===== src/sv/putfp_pkg.sv =====
package putfp_pkg;

   // Store geometry and frame layout
   localparam int STORE_BYTES = 32;
   localparam int FRAME_BYTES = 12;

   // Offsets within a frame
   localparam int OFS_CHECK   = 1;
   localparam int OFS_SUM_LO  = 3;
   localparam int OFS_VOLTS   = 6;
   localparam int OFS_AMPS    = 8;
   localparam int OFS_TEMP    = 10;

   localparam logic [7:0]  CHECK_SEED  = 8'h21;
   localparam logic [15:0] VOLTS_LIMIT = 16'd600;
   localparam logic [15:0] AMPS_LIMIT  = 16'd2000;

   // Configuration register indexes
   localparam logic CSR_HEADER_BYTE = 1'b0;
   localparam logic CSR_DEVICE_ID   = 1'b1;

   // Result event codes
   typedef enum logic [1:0] {
      EV_NONE       = 2'd0,
      EV_FRAME      = 2'd1,
      EV_CHECK_FAIL = 2'd2,
      EV_OVERFLOW   = 2'd3
   } event_type;

   typedef struct packed {
      logic [7:0] rx_byte;
   } req_word_type;

   typedef struct packed {
      logic [1:0]  event_res;
      logic [9:0]  volts_tenths;
      logic [10:0] amps_tenths;
      logic [15:0] temp_tenths;
   } rsp_word_type;

endpackage


===== src/sv/putfp_ram.sv =====
module putfp_ram #(
   parameter int WIDTH = 8,
   parameter int DEPTH = putfp_pkg::STORE_BYTES
) (
   input  logic                     clock,
   input  logic                     wr_en,
   input  logic [$clog2(DEPTH)-1:0] wr_addr,
   input  logic [WIDTH-1:0]         wr_data,
   input  logic                     rd_en,
   input  logic [$clog2(DEPTH)-1:0] rd_addr,
   output logic [WIDTH-1:0]         rd_data
);

   logic [WIDTH-1:0] mem [DEPTH];
   logic [WIDTH-1:0] rd_data_ff;

   // Write one entry, read one entry with registered data
   always_ff @(posedge clock) begin
      if (wr_en) begin
         mem[wr_addr] <= wr_data;
      end
      if (rd_en) begin
         rd_data_ff <= mem[rd_addr];
      end
   end

   assign rd_data = rd_data_ff;

endmodule


===== config.mk =====
export PLATFORM = sky130hd
export DESIGN_NAME = putfp_ram
export DESIGN_NICKNAME = d
export VERILOG_FILES = /design/src/sv/putfp_pkg.sv /design/src/sv/putfp_ram.sv
export SDC_FILE = /design/constraint.sdc
export NUM_CORES = 1
export LEC_CHECK = 0
export BUFFER_PORTS_ARGS = -buffer_cell sky130_fd_sc_hd__buf_2
export CAP_MARGIN = 20
export CELL_PAD_IN_SITES_DETAIL_PLACEMENT = 0
export CELL_PAD_IN_SITES_GLOBAL_PLACEMENT = 1
export CORE_UTILIZATION = 50
export CTS_CLUSTER_DIAMETER = 80
export DETAILED_ROUTE_END_ITERATION = 8
export GPL_TIMING_DRIVEN = 0
export HOLD_SLACK_MARGIN = 0.08
export PLACE_DENSITY_LB_ADDON = 0.1
export SYNTH_ARGS = -nofsm -noshare
export SYNTH_HDL_FRONTEND = slang
export SYNTH_SLANG_ARGS = --single-unit

===== constraint.sdc =====
create_clock -name clock -period 2.9 [get_ports clock]
set_input_delay 0.29 -clock clock [delete_from_list [all_inputs] [get_ports clock]]
set_output_delay 0.29 -clock clock [all_outputs]
set_load 0.005 [all_outputs]

==> Yosys cells after proc, flatten, opt, wreduce, memory -nomap -nowiden <==
Memories as Yosys holds them, arrays and structs flattened. A register that Yosys moved wholly into a read port is not among the register bits.
Index checks and enable logic that the tools add are counted.
{ "word_totals": {"mem_bits_rw": 256, "mem_count": 1, "latch_bits": 0, "rom_bits": 0, "input_bits": 21, "reg_bits": 0} }
{ "op_classes": {"n_addsub": 0, "eq_ne": 0, "bitwise_logic": 0, "n_lt_le_gt_ge": 0, "shift": 0, "div_mod_pow": 0, "n_reduce_logical": 0, "multipliers": 0, "n_mux": 2} }
{ "mem_list": {"columns": ["memory", "depth", "word_bits", "read_ports", "rd_clocked_by_memory_dff", "write_ports", "line", "text"], "rows": [
  ["mem", 32, 8, 1, 1, 1, "putfp_ram.sv:14", "logic [WIDTH-1:0] mem [DEPTH];"]
]} }
{ "op_table": {"columns": ["operator", "count"], "rows": [
  ["1-bit two-way mux", 2]
]} }

==> Depth between registers and ports, before layout <==
Gate-level depths: netlist (run 1).
{ "logic_depth": {"ltp_word": 2, "ltp_mapped": 5} }

==> Least setup slack after synthesis (run 1) <==
No wires, ideal clock.
{ "synth_timing": {"path_type": "input to register", "from": "in rd_addr[2]", "to": "reg rd_data_ff[0] (netlist: rd_data[0]), read port of mem, data pin", "arrival_time_ns": 1.972, "setup_time_ns": 0.260, "cell_stages": 5, "setup_slack_ns": 0.668, "required_ns": 2.640, "cell_sequence": "clkbuf_1 > clkbuf_1 > mux4_2 > mux4_2 > mux2_2"} }
{ "synth_lines": {"columns": ["element", "line", "text"], "rows": [
  ["start: declaration", "putfp_ram.sv:10", "input logic [$clog2(DEPTH)-1:0] rd_addr,"],
  ["end: declaration", "putfp_ram.sv:15", "logic [WIDTH-1:0] rd_data_ff;"]
]} }

==> results of run 1 <==
==> Yosys cell counts (all sizes together) <==
cell    instances  area share, %
buf            14           0.83
clkbuf          6           0.22
edfxtp        264             78
mux2            8           0.89
mux4           80             18
nand2           1          0.037
nand3           2          0.099
nand3b          5           0.37
nor2           33            1.2
or3             1          0.062
or3b            3           0.26
==> stage by stage <==
stage / worst slack (ns) / hold WS, ns
2_1_floorplan: 0.668 / 0.389
3_3_place_gp: -0.0791 / 0.649
3_5_place_dp: -0.0600 / 0.657
4_1_cts: 0.459 / 0.110
5_1_grt: 0.430 / 0.113
6_report: 0.520 / 0.129
==> per-layer routing <==
metal  wire [microns]  up-vias
met3             1690       24
met1             8730     2317
met2             9540      148
li1                 -     1888
met5                0        -
met4              306        0
==> power by group through the flow <==
stage | Combinational [mW] | Sequential (mW) | Clock [mW]
after detailed placement | 0.402 | 4.35 | 0
after floorplan | 0.226 | 4.35 | 0
after global routing | 0.426 | 4.28 | 3.51
final | 0.394 | 4.27 | 3.32
after CTS | 0.403 | 4.27 | 3.39
after global placement | 0.394 | 4.35 | 0
==> worst max-delay path by stage <==
| stage | from | endpoint | slack, ns |
|---|---|---|---|
| global placement | rd_addr[2] | rd_data[3] | -0.08 |
| global route | rd_addr[2] | rd_data[3] | 0.43 |
| CTS | rd_addr[2] | rd_data[3] | 0.46 |
| finish | rd_addr[2] | rd_data[3] | 0.52 |
| detailed placement | rd_addr[2] | rd_data[3] | -0.06 |
| floorplan | rd_addr[2] | rd_data[0] | 0.67 |
==> layout make-up <==
type,instances,share of cell area (%)
sequential,264,69.4
multi-input combinational,133,18.4
clock buffer,31,6.04
tap,265,2.90
clock inverter,17,1.40
timing repair buffer,23,1.01
buffer,20,0.930
==> logic make-up (layout without fill, tap and decap cells) <==
group | count (synthesis) | in the layout | synth area share (%)
flip-flops | 264 | 264 | 78.2
multiplexers | 88 | 88 | 18.7
AND/OR/NAND/NOR | 45 | 45 | 2.05
buffers and inverters | 20 | 91 | 1.05
==> state kept, by name, indices dropped and copies added (netlist names) <==
register,cells
mem,256
rd_data,8
==> flow_metrics.env, run 1 <==
export IMPL_finalNetCount=489
export IMPL_die_x_microns=144
export IMPL_p_total_mw=7.98
export IMPL_fin_skew_ns=0.0104
export IMPL_max_freq_mhz=420
export IMPL_antenna_found_initial=1
export IMPL_relSlewSlack_pct=36.0
export IMPL_clockBufferDepth=3
export IMPL_path_depth=5
export IMPL_fin_crit_ns=2.38
export IMPL_drt_iter0_drc=319
export IMPL_grt_max_degree=33
export IMPL_grt_pass1_vias=4606
export IMPL_use_met1_pct=32.6
export IMPL_ir_worst_vdd_mv=0.445
export IMPL_routedWlPerCell_microns=26.9
export IMPL_antennaDiodeCount=0
export IMPL_rsz0062_at_grt="false"
export IMPL_grt_pass1_wl_mm=30.0
export IMPL_path_common_cell="mux4_2"
export IMPL_postCtsSetupBuffers=0
export IMPL_cts_htree_levels=1
export IMPL_grt_met3_usage_pct=3.28
export IMPL_post_dp_hpwl_mm=13.0
export IMPL_place_congestion=0.777
export IMPL_worstPathCellList="clkbuf_1, buf_1, mux4_2, mux4_2, mux2_2"
export IMPL_grtUsageMet2_pct=31.3
export IMPL_p_switching_mw=1.59
export IMPL_drv_slew=0
export IMPL_drc_errors=0
export IMPL_path_delay_family="multiplexers"
export IMPL_seq_area_frac_synth_pct=78.2
export IMPL_maxCapViolCount=0
export IMPL_final_common_cell="edfxtp_1"
export IMPL_path_max_fanout=10
export IMPL_rows=51
export IMPL_rrSetupSlack_ns=0.93
export IMPL_grtUsageTotal_pct=21.0
export IMPL_worstHoldPathType="primary input to flip-flop"
export IMPL_ant_nets=0
export IMPL_firstDrtPassIters=4
export IMPL_worst_pin_slew_ns=0.956
export IMPL_syn_mean_instance_area_sq_um=24.3
export IMPL_crit_arrival_ns=2.64
export IMPL_min_from="rd_en"
export IMPL_fill_cells=1485
export IMPL_critPathSlowestCell="buf_1"
export IMPL_rr_endpoint="rd_data[3]"
export IMPL_multiInputGateArea_sq_um=2100
export IMPL_die_area_sq_um=20800
export IMPL_setup_viol=0
export IMPL_slowest_delay_ns=0.59
export IMPL_hold_path_endpoint="rd_data[5]"
export IMPL_critPathRequiredTime_ns=3.16
export IMPL_dieHeight_microns=144
export IMPL_p_leak_nw=3.53
export IMPL_cell_internal_pwr_mw=6.39
export IMPL_syn_inst=417
export IMPL_r2r_start="mem[27][3]"
export IMPL_seqPwrFrac_pct=53.5
export IMPL_areaGrowthSynthToFinish_pct=12.8
export IMPL_pin_count=29
export IMPL_viasPerCell=5.81
export IMPL_finalHoldViolCount=0
export IMPL_clock_power_share_pct=41.6
export IMPL_cts_tree="built"
export IMPL_end_kind="flip-flop"
export IMPL_wl_mm=20.3
export IMPL_drive_gt1_share_pct=32.8
export IMPL_numPortBuffers=23
export IMPL_hold_buffers=0
export IMPL_tns_ns=0
export IMPL_syn_num_nets=438
export IMPL_swShare_pct=20.0
export IMPL_clock_sinks=264
export IMPL_instances_no_fill=753
export IMPL_vias=4377
export IMPL_design_core_area_sq_um=19700
export IMPL_grt_ovfl_total=0
export IMPL_path_class="primary input to flip-flop"
export IMPL_final_cell_area_sq_um=11400
export IMPL_cts_inserted_buffers=26
export IMPL_yosys_register_bits=264
export IMPL_power_density_nw_per_um2=699
export IMPL_clk_pin_slew_ns=0.06
export IMPL_post_cts_resized=0
export IMPL_synth_area_sq_um=10100
export IMPL_register_area_sq_um=7930
export IMPL_synth_distinct_cells=14
export IMPL_comb_power_share_pct=4.9
export IMPL_ff2ff_path_depth=3
export IMPL_worst_setup_path_start_kind="primary input"
export IMPL_final_cell_mix="264 x edfxtp_1, 80 x mux4_2, 33 x nor2_1, 27 x clkbuf_16, 24 x buf_2"
export IMPL_path_buf_inv=2
export IMPL_cts_root_buf="clkbuf_16"
export IMPL_dp_cells=705
export IMPL_placed_area_sq_um=10600
export IMPL_worstHoldPathCells=1
export IMPL_ys_warn_count=0
export IMPL_clk_latency_ns=0.52
export IMPL_busiest_layer="met1"
export IMPL_final_util_pct=58.2
export IMPL_post_route_period_util_pct=82.1
export IMPL_status="completed"
export IMPL_start_util_pct=51.6
Note: power is estimated with default switching activity, not from simulation.
==> inputs of run 2 (changes only) <==
--- a/config.mk
+++ b/config.mk
@@ -5,11 +5,12 @@
 export SDC_FILE = /design/constraint.sdc
 export NUM_CORES = 1
 export LEC_CHECK = 0
+export ABC_AREA = 1
 export BUFFER_PORTS_ARGS = -buffer_cell sky130_fd_sc_hd__buf_2
 export CAP_MARGIN = 20
 export CELL_PAD_IN_SITES_DETAIL_PLACEMENT = 0
 export CELL_PAD_IN_SITES_GLOBAL_PLACEMENT = 1
-export CORE_UTILIZATION = 50
+export CORE_UTILIZATION = 46
 export CTS_CLUSTER_DIAMETER = 80
 export DETAILED_ROUTE_END_ITERATION = 8
 export GPL_TIMING_DRIVEN = 0
==> constraint.sdc (replaced) <==
create_clock -name clock -period 2.01 [get_ports clock]
set_input_delay 0.201 -clock clock [delete_from_list [all_inputs] [get_ports clock]]
set_output_delay 0.201 -clock clock [all_outputs]
set_load 0.005 [all_outputs]
==> run 2 against run 1 <==
  * Clock power up 39%
  * Critical path type unchanged
  * Total power up 45%
  * Sequential power up 44%
  * Largest power group unchanged
  * Flip-flop and latch count unchanged
  * Final cell count up 74%
==> flow_metrics.env, run 2 <==
export IMPL_grt_pass1_vias=6779
export IMPL_p_leak_nw=4.51
export IMPL_path_common_cell="nand2_1"
export IMPL_worstHoldPathType="primary input to flip-flop"
export IMPL_antenna_found_initial=1
export IMPL_ys_warn_count=0
export IMPL_synth_area_sq_um=10900
export IMPL_rows=55
export IMPL_clockBufferDepth=3
export IMPL_cts_inserted_buffers=28
export IMPL_largest_register_ffs=256
export IMPL_min_from="rd_addr[4]"
export IMPL_worstPathCellList="buf_2, inv_2, buf_1, nand3_1, nand3_1, nand2_1, nand2_1, nand2_1, nand2_1, nand2_1"
export IMPL_cts_htree_levels=1
export IMPL_synth_edf_count=264
export IMPL_syn_mean_instance_area_sq_um=11.8
export IMPL_synth_most_common_cell="nand2_1"
export IMPL_seq_area_frac_synth_pct=73.0
export IMPL_critPathSlowestCell="buf_1"
export IMPL_slowest_delay_ns=0.58
export IMPL_wl_mm=28.4
export IMPL_fin_skew_ns=0.00913
export IMPL_cts_root_buf="clkbuf_16"
export IMPL_syn_inst=922
export IMPL_synth_ff_type="edfxtp_1"
export IMPL_synth_common_cells="360 x nand2_1, 264 x edfxtp_1, 204 x nand3_1"
export IMPL_synth_largest_area_cell="edfxtp_1"
export IMPL_synth_distinct_cells=11
export IMPL_setup_viol=0
export IMPL_clock_sinks=264
export IMPL_r2r_start="mem[29][1]"
export IMPL_ant_nets=0
export IMPL_cts_tree="built"
export IMPL_ff2ff_path_depth=8
export IMPL_worst_setup_path_start_kind="primary input"
export IMPL_end_kind="flip-flop"
export IMPL_whs_ns=0.171
export IMPL_worstHoldPathCells=3
export IMPL_post_cts_resized=0
export IMPL_final_cell_mix="360 x nand2_1, 264 x edfxtp_1, 204 x nand3_1, 40 x buf_2, 32 x nor2_1"
export IMPL_status="completed"
export IMPL_crit_arrival_ns=1.86
export IMPL_rsz0062_at_grt="false"
export IMPL_finalHoldViolCount=0
export IMPL_routedWlPerCell_microns=21.6
export IMPL_place_congestion=0.820
export IMPL_die_area_sq_um=24200
export IMPL_grt_max_degree=33
export IMPL_async_flop_share_pct=0
export IMPL_start_util_pct=47.4
export IMPL_rr_endpoint="rd_data[1]"
export IMPL_crit_start="rd_addr[1]"
export IMPL_p_total_mw=11.6
export IMPL_largest_register="mem"
export IMPL_pin_count=29
export IMPL_die_x_microns=156
export IMPL_maxCapViolCount=0
export IMPL_clk_pin_slew_ns=0.06
export IMPL_grt_pass1_wl_mm=42.0
export IMPL_clk_latency_ns=0.54
export IMPL_drc_errors=0
export IMPL_critPathRequiredTime_ns=2.28
export IMPL_fin_crit_ns=1.59
export IMPL_viasPerCell=5.30
export IMPL_dieHeight_microns=156
export IMPL_ys_top_cells_by_area="edfxtp_1 73%, nand2_1 12%, nand3_1 9.4%"
export IMPL_hold_path_endpoint="rd_data[6]"
export IMPL_post_route_period_util_pct=79.0
export IMPL_drt_iter0_drc=588
export IMPL_firstDrtPassIters=7
export IMPL_rrSetupSlack_ns=0.64
export IMPL_design_core_area_sq_um=22900
export IMPL_ir_worst_vdd_mv=0.803
export IMPL_finalNetCount=999
export IMPL_power_density_nw_per_um2=949
export IMPL_grtUsageTotal_pct=24.4
export IMPL_syn_num_nets=943
export IMPL_grt_ovfl_total=0
export IMPL_final_common_cell="nand2_1"
export IMPL_vias=6946
export IMPL_worst_pin_slew_ns=1.04
export IMPL_path_max_fanout=10
export IMPL_max_freq_mhz=630
export IMPL_relSlewSlack_pct=30.7
export IMPL_drv_slew=0
export IMPL_yosys_register_bits=264
export IMPL_path_class="primary input to flip-flop"
export IMPL_antennaDiodeCount=0
export IMPL_areaGrowthSynthToFinish_pct=12.3
export IMPL_drive_gt1_share_pct=10.0
export IMPL_post_dp_hpwl_mm=18.8
export IMPL_synth_top_area_share_pct=73.0
export IMPL_numPortBuffers=25
-- run 2: cell types whose count changed after synthesis, moves of 5 or more --
cell / change
nand2_1: +359
nand3_1: +202
mux4_2: -80
buf_6: +23
buf_2: +14
inv_1: +8
mux2_2: -8
nand3b_1: -5
-- run 2: worst max-delay path: cells and delay by family --
family,cells,cell delay [ns]
buffers and inverters,3,0.90
AND/OR/NAND/NOR,7,0.75
-- run 2: how the worst max path moves through the flow --
stage                            end  cells after the start  slack [ns]
after floorplan            mem[0][0]                      3        0.77
after global placement    rd_data[7]                     10       -0.13
after detailed placement  rd_data[7]                     10       -0.15
after CTS                 rd_data[7]                     10        0.41
after global routing      rd_data[7]                     10        0.29
final                     rd_data[7]                     10        0.42
-- run 2: area by class of cell --
cell class	count	area (sq um)
buffer	52	409
multi-input combinational	596	2490
sequential	264	7930
clock buffer	39	763
timing repair buffer	26	135
clock inverter	11	46.3
fill	1994	10700
tap	313	392
inverter	10	37.5
-- run 2: kinds of logic after synthesis --
| kind of cell | synth area share (%) |
|---|---|
| DFF | 73.0 |
| buffers and inverters | 4.11 |
| and+or+nand+nor | 22.9 |
-- run 2: metrics by stage --
step                      instances  worst slack (ns)  TNS (ns)  utilization, %  cell area (sq um)
after floorplan                 922             0.775         0               -              10900
final                          1311             0.423         0            53.3              12200
after global placement         1260            -0.131    -0.580            49.7              11400
after detailed placement       1260            -0.151    -0.820            49.7              11400
after global routing           1311             0.289         0            53.3              12200
after CTS                      1311             0.407         0            53.3              12200
-- run 2: timing repair --
item,in CTS,in global routing
hold buffers,1,0
buffers inserted,0,0
endpoints found under the hold margin,8,0
-- run 2: report_power, final --
group / switching (mW) / total, mW / internal (mW)
clock network: 2.00 / 4.62 / 2.62
registers: 0.0194 / 6.16 / 6.15
logic: 0.575 / 0.798 / 0.223
total: 2.60 / 11.6 / 8.99
-- run 2: per-layer routing --
layer / GRT usage (%) / part of all wire, % / vias up
met2: 38.8 / 46 / 234
li1: - / - / 3326
met5: 0 / 0.056 / -
met1: 34.9 / 45 / 3339
met4: 5.56 / 1.9 / 2
met3: 4.58 / 7.2 / 45
